==> src/design/lcwc_pkg.sv <==
// Package for the load-cell weight conditioning block: field widths,
// register indexes, sequencer states and the job/result structs.
// No dependencies; imported by lcwc_engine and load_cell_weight_conditioning.
package lcwc_pkg;

	localparam int CODE_W  = 24;
	localparam int DIV_W   = 16;
	localparam int ALPHA_W = 17;
	localparam int FRAC_W  = 16;
	localparam int Z_W     = CODE_W + FRAC_W;
	localparam int DIFF_W  = Z_W + 1;
	localparam int ACC_W   = ALPHA_W + Z_W + 1;
	localparam int CNT_W   = 5;
	localparam int CFG_IDX_W = 3;

	localparam logic [CODE_W-1:0]  SIGN_FLIP   = 24'h800000;
	localparam logic [DIV_W-1:0]   DIV0_RESET  = 16'd100;
	localparam logic [DIV_W-1:0]   DIV1_RESET  = 16'd72;
	localparam logic [ALPHA_W-1:0] ALPHA_ONE   = 17'h10000;
	localparam logic [CNT_W-1:0]   DIV_STEPS   = 5'd24;
	localparam logic [CNT_W-1:0]   MUL_STEPS   = 5'd17;

	typedef enum logic [CFG_IDX_W-1:0] {
		REG_FLOOR0 = 3'd0,
		REG_FLOOR1 = 3'd1,
		REG_DIV0   = 3'd2,
		REG_DIV1   = 3'd3,
		REG_TARE0  = 3'd4,
		REG_TARE1  = 3'd5,
		REG_ALPHA0 = 3'd6,
		REG_ALPHA1 = 3'd7
	} cfg_idx_t;

	typedef enum logic [2:0] {
		E_IDLE,
		E_DIV,
		E_NET,
		E_DIFF,
		E_MUL,
		E_SUM,
		E_DONE
	} eng_state_t;

	typedef struct packed {
		logic [CODE_W-1:0]  code;
		logic [DIV_W-1:0]   divisor;
		logic [CODE_W-1:0]  tare;
		logic [ALPHA_W-1:0] alpha;
		logic [Z_W-1:0]     z;
	} lcwc_job_t;

	typedef struct packed {
		logic [CODE_W-1:0] scaled;
		logic [CODE_W-1:0] net;
		logic [Z_W-1:0]    z;
	} lcwc_res_t;

endpackage

==> src/design/lcwc_engine.sv <==
// Sequenced arithmetic engine: restoring divide, tare clamp and low-pass
// update, all through one shared add/subtract unit.
// Depends on lcwc_pkg.
module lcwc_engine (
	input  logic               clk,
	input  logic               arst_n,
	input  logic               start,
	input  lcwc_pkg::lcwc_job_t job,
	input  logic               ack,
	output logic               done,
	output lcwc_pkg::lcwc_res_t res
);
	import lcwc_pkg::*;

	eng_state_t state_q, state_d;
	logic [CNT_W-1:0]   cnt_q;
	logic [CODE_W-1:0]  quo_q;
	logic [DIV_W-1:0]   rem_q;
	logic [DIV_W-1:0]   div_q;
	logic [CODE_W-1:0]  tare_q;
	logic [CODE_W-1:0]  net_q;
	logic [ALPHA_W-1:0] alpha_q;
	logic [Z_W-1:0]     z_q;
	logic [DIFF_W-1:0]  d_q;
	logic [ACC_W-1:0]   acc_q;

	logic [ACC_W-1:0] add_a, add_b, add_sum;
	logic             add_sub;
	logic             neg;

	// shared adder: subtract by adding the inverted operand plus one
	assign add_sum = add_a + (add_b ^ {ACC_W{add_sub}}) + ACC_W'(add_sub);
	assign neg     = add_sum[ACC_W-1];

	// next state
	always_comb begin
		state_d = state_q;
		case (state_q)
			E_IDLE: if (start) state_d = E_DIV;
			E_DIV:  if (cnt_q == '0) state_d = E_NET;
			E_NET:  state_d = E_DIFF;
			E_DIFF: state_d = E_MUL;
			E_MUL:  if (cnt_q == '0) state_d = E_SUM;
			E_SUM:  state_d = E_DONE;
			E_DONE: if (ack) state_d = E_IDLE;
			default: state_d = E_IDLE;
		endcase
	end

	// adder operand select and status
	always_comb begin
		add_a   = '0;
		add_b   = '0;
		add_sub = 1'b0;
		done    = 1'b0;
		case (state_q)
			E_DIV: begin
				add_a   = ACC_W'({rem_q, quo_q[CODE_W-1]});
				add_b   = ACC_W'(div_q);
				add_sub = 1'b1;
			end
			E_NET: begin
				add_a   = ACC_W'(quo_q);
				add_b   = ACC_W'(tare_q);
				add_sub = 1'b1;
			end
			E_DIFF: begin
				add_a   = ACC_W'({net_q, {FRAC_W{1'b0}}});
				add_b   = ACC_W'(z_q);
				add_sub = 1'b1;
			end
			E_MUL: begin
				add_a = {acc_q[ACC_W-2:0], 1'b0};
				add_b = alpha_q[ALPHA_W-1] ? {{(ACC_W-DIFF_W){d_q[DIFF_W-1]}}, d_q} : '0;
			end
			E_SUM: begin
				add_a = ACC_W'(z_q);
				add_b = {{FRAC_W{acc_q[ACC_W-1]}}, acc_q[ACC_W-1:FRAC_W]};
			end
			E_DONE: done = 1'b1;
			default: ;
		endcase
	end

	always_ff @(posedge clk or negedge arst_n) begin
		if (!arst_n) begin
			state_q <= E_IDLE;
			cnt_q   <= '0;
		end else begin
			state_q <= state_d;
			case (state_q)
				E_IDLE: if (start) cnt_q <= DIV_STEPS - 1'b1;
				E_DIV:  cnt_q <= (cnt_q == '0) ? MUL_STEPS - 1'b1 : cnt_q - 1'b1;
				E_MUL:  cnt_q <= cnt_q - 1'b1;
				default: ;
			endcase
		end
	end

	// datapath registers, advanced per sequencer step
	always_ff @(posedge clk) begin
		case (state_q)
			E_IDLE: if (start) begin
				quo_q   <= job.code;
				rem_q   <= '0;
				div_q   <= job.divisor;
				tare_q  <= job.tare;
				alpha_q <= job.alpha[ALPHA_W-1] ? ALPHA_ONE : job.alpha;
				z_q     <= job.z;
			end
			E_DIV: begin
				// keep the trial difference when it does not go negative
				if (!neg) begin
					rem_q <= add_sum[DIV_W-1:0];
					quo_q <= {quo_q[CODE_W-2:0], 1'b1};
				end else begin
					rem_q <= {rem_q[DIV_W-2:0], quo_q[CODE_W-1]};
					quo_q <= {quo_q[CODE_W-2:0], 1'b0};
				end
			end
			E_NET: net_q <= neg ? '0 : add_sum[CODE_W-1:0];
			E_DIFF: begin
				d_q   <= add_sum[DIFF_W-1:0];
				acc_q <= '0;
			end
			E_MUL: begin
				acc_q   <= add_sum;
				alpha_q <= {alpha_q[ALPHA_W-2:0], 1'b0};
			end
			E_SUM: z_q <= add_sum[Z_W-1:0];
			default: ;
		endcase
	end

	assign res.scaled = quo_q;
	assign res.net    = net_q;
	assign res.z      = z_q;

endmodule

==> src/design/load_cell_weight_conditioning.sv <==
// Two-channel load-cell conditioning: each beat in carries a channel and a raw
// 24-bit converter word and gives one beat out with the offset code, the held
// flag, the weight in grams, the tared weight and the low-pass value in Q16.
// One sample is worked at a time through a shared adder under a sequencer:
// restoring divide, a tare step, a filter difference step, shift-add
// multiply and a filter sum step. The next sample is taken only once the
// last result has moved into the output register. A finished result
// waits in the output register while the next sample is accepted.
// Configuration writes are taken in every cycle and must only be issued
// while the block is idle.
// Depends on lcwc_pkg and lcwc_engine.
module load_cell_weight_conditioning (
	input  logic                              clk,
	input  logic                              arst_n,
	input  logic                              cfg_valid,
	output logic                              cfg_ready,
	input  logic [lcwc_pkg::CFG_IDX_W-1:0]    cfg_index,
	input  logic [lcwc_pkg::CODE_W-1:0]       cfg_data,
	input  logic                              in_valid,
	output logic                              in_ready,
	input  logic                              channel,
	input  logic [lcwc_pkg::CODE_W-1:0]       raw_word,
	output logic                              out_valid,
	input  logic                              out_ready,
	output logic                              out_channel,
	output logic [lcwc_pkg::CODE_W-1:0]       offset_code,
	output logic                              held,
	output logic [lcwc_pkg::CODE_W-1:0]       scaled_weight,
	output logic [lcwc_pkg::CODE_W-1:0]       net_weight,
	output logic [lcwc_pkg::Z_W-1:0]          filtered_weight
);
	import lcwc_pkg::*;

	logic [CODE_W-1:0]  floor_q [2];
	logic [DIV_W-1:0]   div_q   [2];
	logic [CODE_W-1:0]  tare_q  [2];
	logic [ALPHA_W-1:0] alpha_q [2];
	logic [CODE_W-1:0]  last_code_q [2];
	logic [Z_W-1:0]     filt_q  [2];

	logic              busy_q;
	logic              ch_q;
	logic [CODE_W-1:0] code_q;
	logic              held_q;

	logic              accept, load_out;
	logic [CODE_W-1:0] code;
	logic              reject;
	lcwc_job_t         job;
	lcwc_res_t         res;
	logic              eng_done;

	assign cfg_ready = 1'b1;
	assign in_ready  = !busy_q;
	assign accept    = in_valid && in_ready;
	assign load_out  = eng_done && (!out_valid || out_ready);

	// offset code and floor check
	assign code   = raw_word ^ SIGN_FLIP;
	assign reject = code <= floor_q[channel];

	always_comb begin
		job.code    = reject ? last_code_q[channel] : code;
		job.divisor = div_q[channel];
		job.tare    = tare_q[channel];
		job.alpha   = alpha_q[channel];
		job.z       = filt_q[channel];
	end

	lcwc_engine u_engine (
		.clk    (clk),
		.arst_n (arst_n),
		.start  (accept),
		.job    (job),
		.ack    (load_out),
		.done   (eng_done),
		.res    (res)
	);

	// configuration register writes
	always_ff @(posedge clk or negedge arst_n) begin
		if (!arst_n) begin
			floor_q[0] <= '0;
			floor_q[1] <= '0;
			div_q[0]   <= DIV0_RESET;
			div_q[1]   <= DIV1_RESET;
			tare_q[0]  <= '0;
			tare_q[1]  <= '0;
			alpha_q[0] <= ALPHA_ONE;
			alpha_q[1] <= ALPHA_ONE;
		end else if (cfg_valid && cfg_ready) begin
			case (cfg_idx_t'(cfg_index))
				REG_FLOOR0: floor_q[0] <= cfg_data;
				REG_FLOOR1: floor_q[1] <= cfg_data;
				REG_DIV0:   div_q[0]   <= cfg_data[DIV_W-1:0];
				REG_DIV1:   div_q[1]   <= cfg_data[DIV_W-1:0];
				REG_TARE0:  tare_q[0]  <= cfg_data;
				REG_TARE1:  tare_q[1]  <= cfg_data;
				REG_ALPHA0: alpha_q[0] <= cfg_data[ALPHA_W-1:0];
				REG_ALPHA1: alpha_q[1] <= cfg_data[ALPHA_W-1:0];
				default: ;
			endcase
		end
	end

	// per-channel history and the busy flag
	always_ff @(posedge clk or negedge arst_n) begin
		if (!arst_n) begin
			busy_q         <= 1'b0;
			last_code_q[0] <= '0;
			last_code_q[1] <= '0;
			filt_q[0]      <= '0;
			filt_q[1]      <= '0;
		end else begin
			if (accept) begin
				busy_q               <= 1'b1;
				last_code_q[channel] <= job.code;
			end else if (load_out) begin
				busy_q <= 1'b0;
			end
			if (load_out) filt_q[ch_q] <= res.z;
		end
	end

	// hold the sample's side fields until the result is ready
	always_ff @(posedge clk) begin
		if (accept) begin
			ch_q   <= channel;
			code_q <= code;
			held_q <= reject;
		end
	end

	// output beat register
	always_ff @(posedge clk or negedge arst_n) begin
		if (!arst_n) begin
			out_valid <= 1'b0;
		end else if (load_out) begin
			out_valid <= 1'b1;
		end else if (out_ready) begin
			out_valid <= 1'b0;
		end
	end

	always_ff @(posedge clk) begin
		if (load_out) begin
			out_channel     <= ch_q;
			offset_code     <= code_q;
			held            <= held_q;
			scaled_weight   <= res.scaled;
			net_weight      <= res.net;
			filtered_weight <= res.z;
		end
	end

	a_busy_after_accept: assert property (@(posedge clk) disable iff (!arst_n)
		accept |=> busy_q && !in_ready)
		else $error("block not busy after accepting a beat");

	a_load_needs_busy: assert property (@(posedge clk) disable iff (!arst_n)
		load_out |-> busy_q)
		else $error("result loaded with no sample in flight");

	a_idle_engine_quiet: assert property (@(posedge clk) disable iff (!arst_n)
		!busy_q |-> !eng_done)
		else $error("engine reports done while block is idle");

	a_load_sets_valid: assert property (@(posedge clk) disable iff (!arst_n)
		load_out |=> out_valid && !busy_q)
		else $error("result load did not present a beat");

endmodule

==> config.mk <==
export PLATFORM = sky130hd
export DESIGN_NAME = load_cell_weight_conditioning
export DESIGN_NICKNAME = d
export VERILOG_FILES = /design/src/design/lcwc_pkg.sv /design/src/design/lcwc_engine.sv /design/src/design/load_cell_weight_conditioning.sv
export SDC_FILE = /design/constraint.sdc
export NUM_CORES = 1
export LEC_CHECK = 0
export BUFFER_PORTS_ARGS = -buffer_cell sky130_fd_sc_hd__buf_2
export CORE_ASPECT_RATIO = 0.6
export CORE_UTILIZATION = 50
export DETAILED_ROUTE_END_ITERATION = 8
export PLACE_DENSITY = 0.66
export SYNTH_ARGS = -nofsm -noshare
export SYNTH_HDL_FRONTEND = slang
export SYNTH_SLANG_ARGS = --single-unit
==> constraint.sdc <==
create_clock -name clk -period 9 [get_ports clk]
set_clock_uncertainty 0.1 [all_clocks]
set_input_delay 1.8 -clock clk [delete_from_list [all_inputs] [get_ports clk]]
set_output_delay 1.8 -clock clk [all_outputs]
set_load 0.05 [all_outputs]
; Word-level counts from Yosys, hierarchy flattened
; Cells that the tools add are included.
[totals]
reg_bits = 700
elab_cells = 149
[op_classes]
addsub = 3
magnitude_cmp = 5
n_eq_ne = 17
muxes = 54
bitwise_logic = 4
reduce_logical = 32
[ops]
columns = cell, n
row1 = $pmux W58 S5, 2
row2 = $mux W24, 12
row3 = $mux W40, 5
row4 = $pmux W58 S2, 1
row5 = $mux W17, 5
row6 = $bwmux W80, 1
row7 = $mux W16, 5
row8 = $pmux W40 S2, 1
row9 = $add A58 B1 Y58, 1
row10 = $add A58 B58 Y58, 1
row11 = $mux W58, 1
row12 = $xor A58 B58 Y58, 1
row13 = $bwmux W48, 1
row14 = $pmux W24 S2, 1
row15 = $demux W40 S1, 1
row16 = $pmux W17 S2, 1
row17 = $pmux W16 S2, 1
row18 = $reduce_and A2 Y1, 13
row19 = $demux W24 S1, 1
row20 = $le A24 B24 Y1, 1
row21 = $eq A3 B3 Y1 const B, 7
row22 = $pmux W3 S7, 1
row23 = $pmux W5 S3, 1
row24 = $eq A3 B2 Y1 const B, 4
row25 = 20 further kinds, 46

; Logic depth before layout (Yosys ltp)
; Gate-level depths: netlist of run 1.
[logic_depth]
ltp_word = 8
mapped_depth = 21
mapped_depth_nobuf = 17

; Hierarchy
; Synthesis of run 1 repeated with hierarchy kept, for this count alone.
[hier_totals]
cells_unflattened = 2693
hier_area_um2 = 33588.5
[modules_own_cells]
columns = mod, n_inst, cells_per_inst, area_per_inst_um2, seq_area_each_um2
row1 = load_cell_weight_conditioning, 1, 1025, 17634.4, 11519.8
row2 = lcwc_engine, 1, 1668, 15954.1, 8007.7

; Least setup slack after synthesis of run 1
; OpenSTA, ideal clock, no wires.
[synth_timing]
path_kind = input port to flip-flop
startpoint = in channel
endpoint = reg last_code_q[10] in the netlist's numbering
t_arrival_ns = 5.603
required_time_ns = 8.775
path_slack_ns = 3.172
stages = 18
n_path_buf = 6
cell_sequence = buf_1 > clkbuf_1 > buf_1 > mux2i_1 > ha_1 > a21o_1 > a21o_1 > a21o_1 > a21o_1 > a21oi_1 > o21ai_0 > a211oi_1 > a21oi_1 > clkbuf_1 > and3_1 > clkbuf_1 > clkbuf_1 > mux2_2
[synth_between]
elab_chain_len = 7
elab_cells_between_ends = 15
classes_between = 3 x order compare / 10 x mux / 1 x bitwise / 1 x reduce/logical
[synth_rtl]
columns = element, line
row1 = from (decl), load_cell_weight_conditioning.sv:21  ; input logic channel,
row2 = $not A1 Y2 (implied by the code) *, "load_cell_weight_conditioning.sv:60, load_cell_weight_conditioning.sv:63, load_cell_weight_conditioning.sv:117"
row3 = $mux W24 (implied by the code) (3 in a row), load_cell_weight_conditioning.sv:60  ; assign reject = code <= floor_q[channel];
row4 = $le A24 B24 Y1, load_cell_weight_conditioning.sv:60
row5 = $mux W24, load_cell_weight_conditioning.sv:63  ; job.code = reject ? last_code_q[channel] : code;
row6 = $bwmux W48 *, load_cell_weight_conditioning.sv:117  ; last_code_q[channel] <= job.code;
row7 = "to (signal, indexed assignment)", load_cell_weight_conditioning.sv:117
row8 = to (decl), load_cell_weight_conditioning.sv:38  ; logic [CODE_W-1:0] last_code_q [2];
; Every way passes the cells marked *; elsewhere a longest branch is shown, timed or not. The select of a mux whose other input is x is not followed.
; A chain may end at the register's enable or synchronous reset.

; Final worst setup path of run 1
[layout_timing]
startpoint = reg u_engine.state_q[0]
endpoint = reg u_engine.net_q[18], data pin
[layout_between]
elab_chain_len = 6
elab_cells_between_ends = 12
classes_between = 2 x add/sub / 5 x eq/ne / 3 x mux / 1 x bitwise / 1 x reduce/logical
[layout_rtl]
columns = element, line
row1 = from (decl), lcwc_engine.sv:15  ; eng_state_t state_q, state_d;
row2 = from (signal assigned), lcwc_engine.sv:90  ; state_q <= state_d;
row3 = $eq A3 B2 Y1 / $eq A3 B1 Y1 (equally long branches), lcwc_engine.sv:56  ; case (state_q)
row4 = $reduce_or A3 Y1 (no line), n/a
row5 = $mux W1, lcwc_engine.sv:56
row6 = $xor A58 B58 Y58, lcwc_engine.sv:32  ; assign add_sum = add_a + (add_b ^ {ACC_W{add_sub}}) + ACC_W'(add_sub);
row7 = $add A58 B58 Y58, lcwc_engine.sv:32
row8 = $add A58 B1 Y58 *, lcwc_engine.sv:32
row9 = to (signal assigned), lcwc_engine.sv:121  ; E_NET: net_q <= neg ? '0 : add_sum[CODE_W-1:0];
row10 = to (decl), lcwc_engine.sv:21  ; logic [CODE_W-1:0] net_q;
; Every way passes the cells marked *; elsewhere a longest branch is shown, timed or not.

==> results of run 1 <==
==> power by group through the flow <==
stage / logic [mW] / registers, mW / clock network, mW
after floorplan: 3.35 / 5.01 / 0
after global placement: 5.17 / 5.34 / 0
after detailed placement: 5.22 / 5.37 / 0
after CTS: 5.25 / 5.32 / 2.98
after global routing: 5.83 / 5.42 / 3.10
final: 5.50 / 5.36 / 2.94
==> worst max-delay path: cells and delay by family (launching register included) <==
family | cells | cell delay (ns)
AOI/OAI and AO/OA | 6 | 2.09
adders and majority gates | 1 | 0.38
and+or+nand+nor | 7 | 1.61
xor gates and xnor gates | 1 | 0.99
buffers and inverters | 1 | 0.35
DFF | 1 | 0.97
==> cell usage in the layout (no fill, tap or decap), types with 7 or more instances in the layout <==
cell,Yosys,layout
o21bai_1,12,12
o21ai_0,164,162
clkbuf_8,0,7
buf_2,7,170
a221oi_1,7,7
clkbuf_16,0,70
and3_1,15,15
nand2b_1,12,12
dfstp_2,7,7
dfrtp_1,293,290
nand3_1,48,48
a211oi_1,22,22
nand4_1,23,23
clkbuf_1,114,14
o22ai_1,7,7
a31oi_1,8,8
mux2i_1,127,127
and2_1,32,32
nand2_1,217,215
buf_4,2,33
a21oi_1,131,130
ha_1,81,81
nor3_1,16,14
xnor2_1,31,31
xor2_1,18,18
a21o_1,52,52
nor2b_1,42,41
mux2_2,355,355
clkinv_2,0,14
inv_1,57,56
a22oi_1,47,47
edfxtp_1,400,400
nor2_1,122,118
==> through the flow <==
stage          utilization [%]  hold WS, ns  worst slack, ns  instance area [um^2]
6_report                  56.9        0.319             2.15                 36900
5_1_grt                   56.9        0.323             1.80                 36900
4_1_cts                   56.9        0.320             2.31                 36900
3_5_place_dp              53.5        0.305             2.34                 34600
3_3_place_gp              53.5        0.301             2.34                 34600
2_1_floorplan                -        0.300             3.17                 32900
==> registers in the layout, summed over array words and instances (netlist names), 3 cells and up <==
signal	count
code_q	24
u_engine.rem_q	16
alpha_q	34
div_q	32
u_engine.div_q	16
floor_q	48
filt_q	80
filtered_weight	40
last_code_q	48
u_engine.acc_q	58
u_engine.tare_q	24
scaled_weight	24
u_engine.alpha_q	17
u_engine.net_q	24
offset_code	24
tare_q	48
net_weight	24
u_engine.state_q	3
u_engine.cnt_q	5
u_engine.quo_q	24
u_engine.d_q	41
u_engine.z_q	40
==> logic make-up (layout without fill, tap and decap cells) <==
logic type / after synthesis / count (layout) / synth area share (%)
other: 1 / 2 / 0.0114
adder cells (fa/ha/maj): 82 / 82 / 3.14
buffers and inverters: 207 / 386 / 2.48
flip-flops: 700 / 700 / 59.4
XOR/XNOR: 50 / 50 / 1.35
multiplexers: 482 / 482 / 16.0
AND/OR/NAND/NOR: 563 / 563 / 8.07
AO/OA/AOI/OAI: 507 / 507 / 9.57
==> layout make-up <==
type,instances,area share (%)
clock inverters,31,0.950
flip-flops and latches,700,53.0
repair buffers,206,3.10
multi-input cells,1685,34.3
clock buffers,91,5.15
inverters,58,0.597
diodes,1,0.00679
well taps,851,2.89
==> layer usage <==
layer | global-route usage (%) | up-vias
met4 | 5.18 | 4
met3 | 14.5 | 96
li1 | - | 9801
met2 | 37.5 | 1032
met5 | 0 | -
met1 | 48.3 | 11200
==> final timing paths <==
kind / from / to / depth (start not counted) / slack, ns
setup / recovery: u_engine.state_q[0] / u_engine.net_q[18] / 16 / 2.15
hold / removal: code_q[7] / offset_code[7] / 0 / 0.32
setup reg to reg: u_engine.state_q[0] / u_engine.net_q[18] / 16 / 2.15
hold reg to reg: code_q[7] / offset_code[7] / 0 / 0.32
max in group asynchronous: arst_n / filt_q[23] / 2 / 6.31
min in group asynchronous: arst_n / filt_q[70] / 1 / 1.03
==> flow_metrics.py, run 1 <==
metrics = {
    "logic_synthesis": {
        "synth_seq_area_share_pct": 59.4,
        "syn_inst": 2592,
        "synth-async-reset-ratio_pct": 42.9,
        "post-synth-top-count-cell": "edfxtp_1",
        "ys_types": 79,
        "netlist.top_cell.by_area": "edfxtp_1",
        "syn_area_per_cell_um2": 12.7,
        "synth_edf_count": 400,
        "netlist.area_leader.share_pct": 36.5,
        "synth_area_leaders": "edfxtp_1, dfrtp_1, mux2_2",
        "yosys_register_bits": 700,
        "synth_ff_type": "edfxtp_1",
        "synth_area_mm2": 0.0329,
        "synth_fp_nets": 2731,
        "yosysWarnings": 0,
        "synth_commonest_cells": "edfxtp_1, mux2_2, dfrtp_1",
    },
    "routing": {
        "wl_per_cell_um": 28.1,
        "drc": 0,
        "top_layer_used": "met5",
        "postRouteAntennaNets": 0,
        "vias_per_cell": 6.12,
        "vias": 22200,
        "wl_met1_um": 48400,
        "dr_wl_met3_um": 14300,
        "wl_um": 102000,
        "first_pass_iters": 6,
        "met2_length_um": 37600,
        "drt_iter0_drc": 2673,
    },
    "cts": {
        "htree_levels": 3,
        "clock_latency_ns": 0.63,
        "cts_resized": 0,
        "cts_sinks": 700,
        "clockBufferDepth": 3,
        "cts_tree": "yes",
        "cts_root_buf": "clkbuf_16",
        "ctsHoldBuffers": 0,
        "cts_made_buffers": 67,
        "cts_setup_buffers": 0,
        "path_clk_slew_ns": 0.07,
    },
    "floorplan": {
        "start_util_pct": 50.8,
        "ioPinCount": 174,
        "die_height_um": 201,
        "fp.dieArea_mm2": 0.0669,
        "die_w_um": 333,
        "rows": 72,
        "coreArea_mm2": 0.0648,
    },
    "sta": {
        "rsz0062_at_grt": "false",
        "hold_violations": 0,
        "finalSetupViolCount": 0,
        "tightest_slew_ns": 1.36,
        "period_share_pct": 76.1,
        "slew_headroom_pct": 9.34,
        "finalMaxSlewViolations": 0,
        "period_needed_ns": 6.85,
        "setup_tns_ns": 0,
        "fmax_mhz": 146,
    },
    "cells_and_area": {
        "multiInputGateArea_mm2": 0.0127,
        "ff_latch_area_mm2": 0.0195,
        "drive_gt1_share_pct": 25.6,
        "syn_to_final_growth_pct": 12.1,
        "final_nets": 2857,
        "final.fill_count": 5280,
        "instances_no_fill": 3623,
    },
    "global_route": {
        "grt_pass1_vias": 21700,
        "grt_pass1_wl_um": 149000,
        "grt_start_max_net_pins": 155,
        "grt_usage_pct": 30.6,
        "gr-total-overflow": 0,
        "antenna_found_initial": 5,
    },
    "place": {
        "numPortBuffers": 172,
        "place_congestion": 0.985,
        "placed_cells": 3500,
        "dp_hpwl_um": 73500,
    },
    "setup_path": {
        "worstPathRequired_ns": 9.23,
        "critPathLaunchType": "register",
        "cp-end-kind": "register",
        "critPathMaxStageDelay_ns": 1.01,
        "critPathSlowestCell": "o21ai_0",
        "critical_path_arrival_ns": 7.08,
        "cp_cell_sequence": "nand2b_1 -> nor2_1 -> a21oi_1 -> o21ai_0 -> ha_1 -> nand2_1 -> nand2_1 -> nand4_1 -> a211o_1 -> a21o_4 -> a211oi_2 -> o211ai_2 -> or3b_1 -> buf_4 -> xor2_2 -> nor2_1",
        "critPathKind": "reg2reg",
        "crit_fanout": 55,
    },
    "pwr": {
        "p_sw_mw": 5.82,
        "peakVddDrop_v": 0.000194,
        "intPower_mw": 7.97,
        "power_density_mw_per_mm2": 374,
        "p_clk_share_pct": 21.3,
        "sw_frac_of_total_pct": 42.2,
        "comb_power_share_pct": 39.9,
        "seqPwrFrac_pct": 38.8,
        "cellLeakagePower_nw": 15.0,
        "design_power_total_mw": 13.8,
    },
    "run_status": {
        "status": "finished clean",
    },
    "min_path": {
        "hold_path_class": "reg2reg",
    },
    "flow_run": {
        "drv_cap": 0,
    },
}
Power figures use the tool's default switching activity.
==> inputs of run 2 (changes only) <==
--- a/config.mk
+++ b/config.mk
@@ -9,7 +9,7 @@
 export CORE_ASPECT_RATIO = 0.6
 export CORE_UTILIZATION = 50
 export DETAILED_ROUTE_END_ITERATION = 8
-export PLACE_DENSITY = 0.66
+export PLACE_DENSITY = 0.69
 export SYNTH_ARGS = -nofsm -noshare
 export SYNTH_HDL_FRONTEND = slang
 export SYNTH_SLANG_ARGS = --single-unit
==> constraint.sdc (replaced) <==
create_clock -name clk -period 6.15 [get_ports clk]
set_clock_uncertainty 0.1 [all_clocks]
set_input_delay 1.23 -clock clk [delete_from_list [all_inputs] [get_ports clk]]
set_output_delay 1.23 -clock clk [all_outputs]
set_load 0.05 [all_outputs]
==> flow_metrics.py, run 2 (same netlist as run 1, synthesis figures left out) <==
metrics = {
    "cells_and_area": {
        "final_nets": 2893,
        "instances_no_fill": 3658,
        "diodes": 0,
        "regMostFlops": "filt_q",
        "final.fill_count": 5243,
        "layout_commonest_cell": "edfxtp_1",
        "syn_to_final_growth_pct": 12.8,
        "ff_latch_area_mm2": 0.0195,
        "fin_util_pct": 57.3,
        "drive_gt1_share_pct": 26.6,
        "multiInputGateArea_mm2": 0.0127,
        "final_cell_mix": "edfxtp_1, mux2_2, dfrtp_1, nand2_1, buf_2",
        "largest_reg_flops": 80,
        "top_regs": "filt_q: 80 flops, u_engine.acc_q: 58 flops",
    },
    "sta": {
        "hold_violations": 0,
        "tightest_slew_ns": 1.29,
        "rsz0062_at_grt": "false",
        "setup_tns_ns": 0,
        "fmax_mhz": 179,
        "period_share_pct": 90.7,
        "period_needed_ns": 5.58,
        "finalSetupViolCount": 0,
        "finalMaxSlewViolations": 0,
        "slew_headroom_pct": 13.2,
    },
    "cts": {
        "htree_levels": 3,
        "cts_tree": "yes",
        "cts_sinks": 700,
        "cts_resized": 0,
        "cts_root_buf": "clkbuf_16",
        "ctsHoldBuffers": 0,
        "clockBufferDepth": 3,
        "path_clk_slew_ns": 0.07,
        "clock_latency_ns": 0.63,
        "cts_setup_buffers": 0,
        "cts_made_buffers": 67,
    },
    "min_path": {
        "hold_path_class": "reg2reg",
    },
    "setup_path": {
        "critical_path_arrival_ns": 5.85,
        "r2r_start": "u_engine.state_q[0]",
        "critPathKind": "reg2reg",
        "crit_fanout": 28,
        "crit_path_start": "u_engine.state_q[0]",
        "cp-end-kind": "register",
        "r2r-end": "u_engine.rem_q[9]",
        "critPathLaunchType": "register",
        "timing.critical_path.to": "u_engine.rem_q[9]",
        "worstPathRequired_ns": 6.43,
        "reg2reg_depth": 17,
        "reg2reg_slack_ns": 0.57,
    },
    "routing": {
        "wl_per_cell_um": 27.6,
        "vias": 22500,
        "postRouteAntennaNets": 0,
        "vias_per_cell": 6.16,
        "first_pass_iters": 6,
        "wl_um": 101000,
        "drt_iter0_drc": 2940,
        "drc": 0,
    },
    "floorplan": {
        "rows": 72,
        "start_util_pct": 50.8,
        "ioPinCount": 174,
        "die_w_um": 333,
        "coreArea_mm2": 0.0648,
        "die_height_um": 201,
        "fp.dieArea_mm2": 0.0669,
    },
    "place": {
        "dp_hpwl_um": 73800,
        "placed_cells": 3536,
        "place_congestion": 1.04,
        "numPortBuffers": 172,
    },
    "global_route": {
        "use_met1_pct": 49.0,
        "grtUsageMet3_pct": 12.4,
        "grt_busiest_layer": "met1",
        "antenna_found_initial": 3,
        "gr-total-overflow": 0,
        "grt_pass1_vias": 21500,
        "grt_start_max_net_pins": 139,
        "grt_usage_pct": 30.2,
        "grt.met2_usage_pct": 37.1,
        "grt_pass1_wl_um": 147000,
    },
    "pwr": {
        "design_power_total_mw": 20.1,
        "power_density_mw_per_mm2": 541,
        "peakVddDrop_v": 0.000212,
        "cellLeakagePower_nw": 15.1,
    },
    "flow_run": {
        "drv_cap": 0,
    },
    "run_status": {
        "status": "finished clean",
    },
}
==> run 2: report_power, final <==
group | switching (mW) | internal (mW) | leakage [nW]
combinational | 5.50 | 2.70 | 6.68
clock | 1.87 | 2.31 | 1.08
sequential | 0.964 | 6.71 | 7.39
==> run 2: worst max-delay path, cell delays in order, from the launching register on <==
cell and delay [ns]:
dfrtp_4 0.57, buf_4 0.41, nor2_4 0.16, buf_4 0.26, a22oi_1 0.60, nand2_1 0.13, ha_1 0.24, a21o_1 0.22
a221oi_1 0.43, o21ai_0 0.34, a21oi_1 0.51, inv_1 0.11, o211ai_2 0.20, or3b_1 0.42, buf_4 0.25, buf_4 0.19
nand3_1 0.07, o21ai_1 0.07
==> run 2: how the worst min path moves through the flow <==
| stage | start | end | slack, ns | cells past startpoint |
|---|---|---|---|---|
| 6_report | code_q[2] | offset_code[2] | 0.32 | 0 |
| 2_1_floorplan | held_q | held | 0.30 | 0 |
| 3_5_place_dp | code_q[21] | offset_code[21] | 0.31 | 0 |
| 5_1_grt | code_q[20] | offset_code[20] | 0.32 | 0 |
| 4_1_cts | code_q[2] | offset_code[2] | 0.32 | 0 |
| 3_3_place_gp | code_q[8] | offset_code[8] | 0.30 | 0 |
==> run 2: layer usage <==
metal / up-vias / part of all wire (%)
li1: 9874 / -
met1: 11500 / 48
met2: 1069 / 37
met3: 107 / 13
met4: 2 / 1.4
met5: - / 0.0089
==> run 2: area by class of cell <==
cell class	instances	share of cell area, %
clock inverters	36	0.984
multi-input cells	1685	34.1
flip-flops and latches	700	52.6
repair buffers	242	3.88
clock buffers	86	4.93
well taps	851	2.87
inverters	58	0.593
==> run 2: stage by stage <==
stage                     area, um^2  setup WS (ns)  hold WS [ns]
final                          37100          0.574         0.317
after global routing           37100          0.356         0.319
after CTS                      37100          0.821         0.316
after detailed placement       34900          0.831         0.305
after global placement         34900          0.912         0.302
after floorplan                32900          0.430         0.300
==> inputs of run 3 (changes only) <==
--- a/config.mk
+++ b/config.mk
@@ -5,6 +5,7 @@
 export SDC_FILE = /design/constraint.sdc
 export NUM_CORES = 1
 export LEC_CHECK = 0
+export ABC_AREA = 1
 export BUFFER_PORTS_ARGS = -buffer_cell sky130_fd_sc_hd__buf_2
 export CORE_ASPECT_RATIO = 0.6
 export CORE_UTILIZATION = 50
==> flow_metrics.py, run 3 <==
metrics = {
    "routing": {
        "vias": 27400,
        "drc": 0,
        "wl_um": 112000,
        "wl_per_cell_um": 23.5,
        "vias_per_cell": 5.76,
        "drt_iter0_drc": 4070,
        "first_pass_iters": 6,
        "postRouteAntennaNets": 0,
    },
    "sta": {
        "period_share_pct": 83.2,
        "finalSetupViolCount": 0,
        "tightest_slew_ns": 1.11,
        "period_needed_ns": 5.12,
        "finalMaxSlewViolations": 0,
        "setup_tns_ns": 0,
        "fmax_mhz": 195,
        "rsz0062_at_grt": "false",
        "hold_violations": 0,
        "slew_headroom_pct": 25.7,
    },
    "min_path": {
        "hold_path_class": "reg2reg",
        "min_from": "code_q[23]",
    },
    "global_route": {
        "grt_usage_pct": 33.1,
        "grt_pass1_wl_um": 165000,
        "antenna_found_initial": 3,
        "gr-total-overflow": 0,
        "grt_pass1_vias": 24600,
        "grt_start_max_net_pins": 169,
    },
    "logic_synthesis": {
        "synth_area_mm2": 0.0336,
        "netlist.area_leader.share_pct": 35.7,
        "netlist.top_cell.by_area": "edfxtp_1",
        "syn_area_per_cell_um2": 9.18,
        "ys_types": 52,
        "synth_commonest_cells": "nand2_1, o21ai_0, edfxtp_1",
        "synth_ff_type": "edfxtp_1",
        "post-synth-top-count-cell": "nand2_1",
        "yosysWarnings": 0,
        "yosys_register_bits": 700,
        "syn_inst": 3664,
        "synth_fp_nets": 3803,
        "synth_edf_count": 400,
        "synth-async-reset-ratio_pct": 42.9,
        "synth_seq_area_share_pct": 58.1,
        "synth_area_leaders": "edfxtp_1, dfrtp_1, nand2_1",
    },
    "pwr": {
        "p_clk_share_pct": 17.7,
        "power_density_mw_per_mm2": 662,
        "seqPwrFrac_pct": 33.0,
        "cellLeakagePower_nw": 16.6,
        "p_sw_mw": 12.1,
        "peakVddDrop_v": 0.000350,
        "sw_frac_of_total_pct": 48.3,
        "design_power_total_mw": 25.1,
        "intPower_mw": 13.0,
        "comb_power_share_pct": 49.3,
    },
    "cells_and_area": {
        "syn_to_final_growth_pct": 12.7,
        "largest_reg_flops": 80,
        "final_cell_mix": "nand2_1, o21ai_0, edfxtp_1, inv_1, nor2_1",
        "layout_commonest_cell": "nand2_1",
        "final_nets": 3945,
        "top_regs": "filt_q: 80 flops, u_engine.acc_q: 58 flops",
        "regMostFlops": "filt_q",
        "drive_gt1_share_pct": 10.1,
    },
    "cts": {
        "ctsHoldBuffers": 0,
        "cts_sinks": 700,
        "cts_tree": "yes",
        "cts_made_buffers": 66,
        "clock_latency_ns": 0.66,
        "htree_levels": 3,
        "cts_root_buf": "clkbuf_16",
        "path_clk_slew_ns": 0.07,
        "cts_setup_buffers": 0,
        "clockBufferDepth": 3,
        "cts_resized": 0,
    },
    "place": {
        "dp_hpwl_um": 82000,
        "place_congestion": 1.03,
        "numPortBuffers": 172,
    },
    "floorplan": {
        "ioPinCount": 174,
        "die_height_um": 203,
        "rows": 73,
        "start_util_pct": 50.7,
        "die_w_um": 337,
        "fp.dieArea_mm2": 0.0683,
        "coreArea_mm2": 0.0663,
    },
    "setup_path": {
        "crit_fanout": 21,
        "critical_path_arrival_ns": 5.41,
        "r2r_start": "u_engine.state_q[2]",
        "crit_path_start": "u_engine.state_q[2]",
        "critPathLaunchType": "register",
        "worstPathRequired_ns": 6.44,
        "cp-end-kind": "register",
        "critPathKind": "reg2reg",
    },
    "flow_run": {
        "drv_cap": 0,
    },
    "run_status": {
        "status": "finished clean",
    },
}
==> run 3: cell types whose count changed after synthesis, sizes merged, moves of 36 or more <==
cell | before | now
inv | 58 | 380
nor2 | 122 | 337
a22oi | 47 | 10
mux2 | 355 | 6
nand2 | 217 | 1034
mux2i | 127 | 23
o21a | 2 | 38
nand3 | 48 | 137
a21o | 53 | 12
nor2b | 42 | 0
o21ai | 169 | 406
==> run 3: through the flow <==
step	std cells	instance area [um^2]	utilization, %	hold WS (ns)	setup slack (ns)
after floorplan	3664	33600	-	0.300	0.559
after global placement	4638	35500	53.6	0.301	1.25
after detailed placement	4638	35500	53.6	0.305	1.19
after CTS	4760	37900	57.1	0.309	1.19
after global routing	4760	37900	57.1	0.324	0.734
final	4762	37900	57.1	0.316	1.03
==> run 3: critical path: stages (launching register included) <==
cell and delay (ns):
dfrtp_1 0.51, nor2_2 0.26, nand2_1 0.23, inv_2 0.43
buf_4 0.33, a22o_1 0.25, o311ai_0 0.20, ha_1 0.45
nand2_1 0.17, o21ai_0 0.31, a21oi_1 0.13, nand2_2 0.12
nand2_1 0.06, nand2_1 0.25, nand2_2 0.23, nand2_2 0.13
nand2_1 0.06, nand2_2 0.38, nor2_1 0.12, nand2_1 0.09
nand2_1 0.05
==> run 3: area by class of cell <==
class | count | area (um^2)
fill | 5951 | 28400
inverter | 380 | 1430
tap | 900 | 1130
sequential | 700 | 19500
clock inverter | 32 | 479
clock buffer | 90 | 1860
multi-input combinational | 2431 | 12100
antenna | 2 | 5.00
timing repair buffer | 227 | 1340
==> run 3: cells by family (layout without fill, tap and decap cells) <==
family	count (synthesis)	in the layout	synth area share (%)
fa+ha+maj	82	82	3.07
other cells	1	3	0.0112
mux	29	29	0.886
buf+inv	533	729	6.01
simple gates	1578	1578	18.9
xor+xnor	37	37	0.964
compound gates	704	704	12.1
flops	700	700	58.1
==> run 3: metal layers <==
metal	GRT usage (%)	vias up	routed length [um]
li1	-	12500	-
met1	54.7	13100	52600
met3	14.3	121	18300
met2	38.2	1654	39400
met5	1.06	-	113
met4	5.89	4	1680
==> run 3: worst paths after layout <==
kind | end | slack [ns] | depth (start not counted)
max | u_engine.rem_q[13] | 1.03 | 20
min | offset_code[23] | 0.32 | 0
min in group asynchronous | last_code_q[29] | 0.43 | 1
max reg2reg | u_engine.rem_q[13] | 1.03 | 20
max in group asynchronous | alpha_q[10] | 4.09 | 2
min reg2reg | offset_code[23] | 0.32 | 0
==> run 3: power groups by stage <==
stage               sequential [mW]  combinational, mW  clock [mW]
floorplan                      8.44               6.69           0
global route                   8.39               13.1        4.65
finish                         8.28               12.4        4.44
CTS                            8.22               11.7        4.48
detailed placement             8.28               11.6           0
global placement               8.28               11.6           0
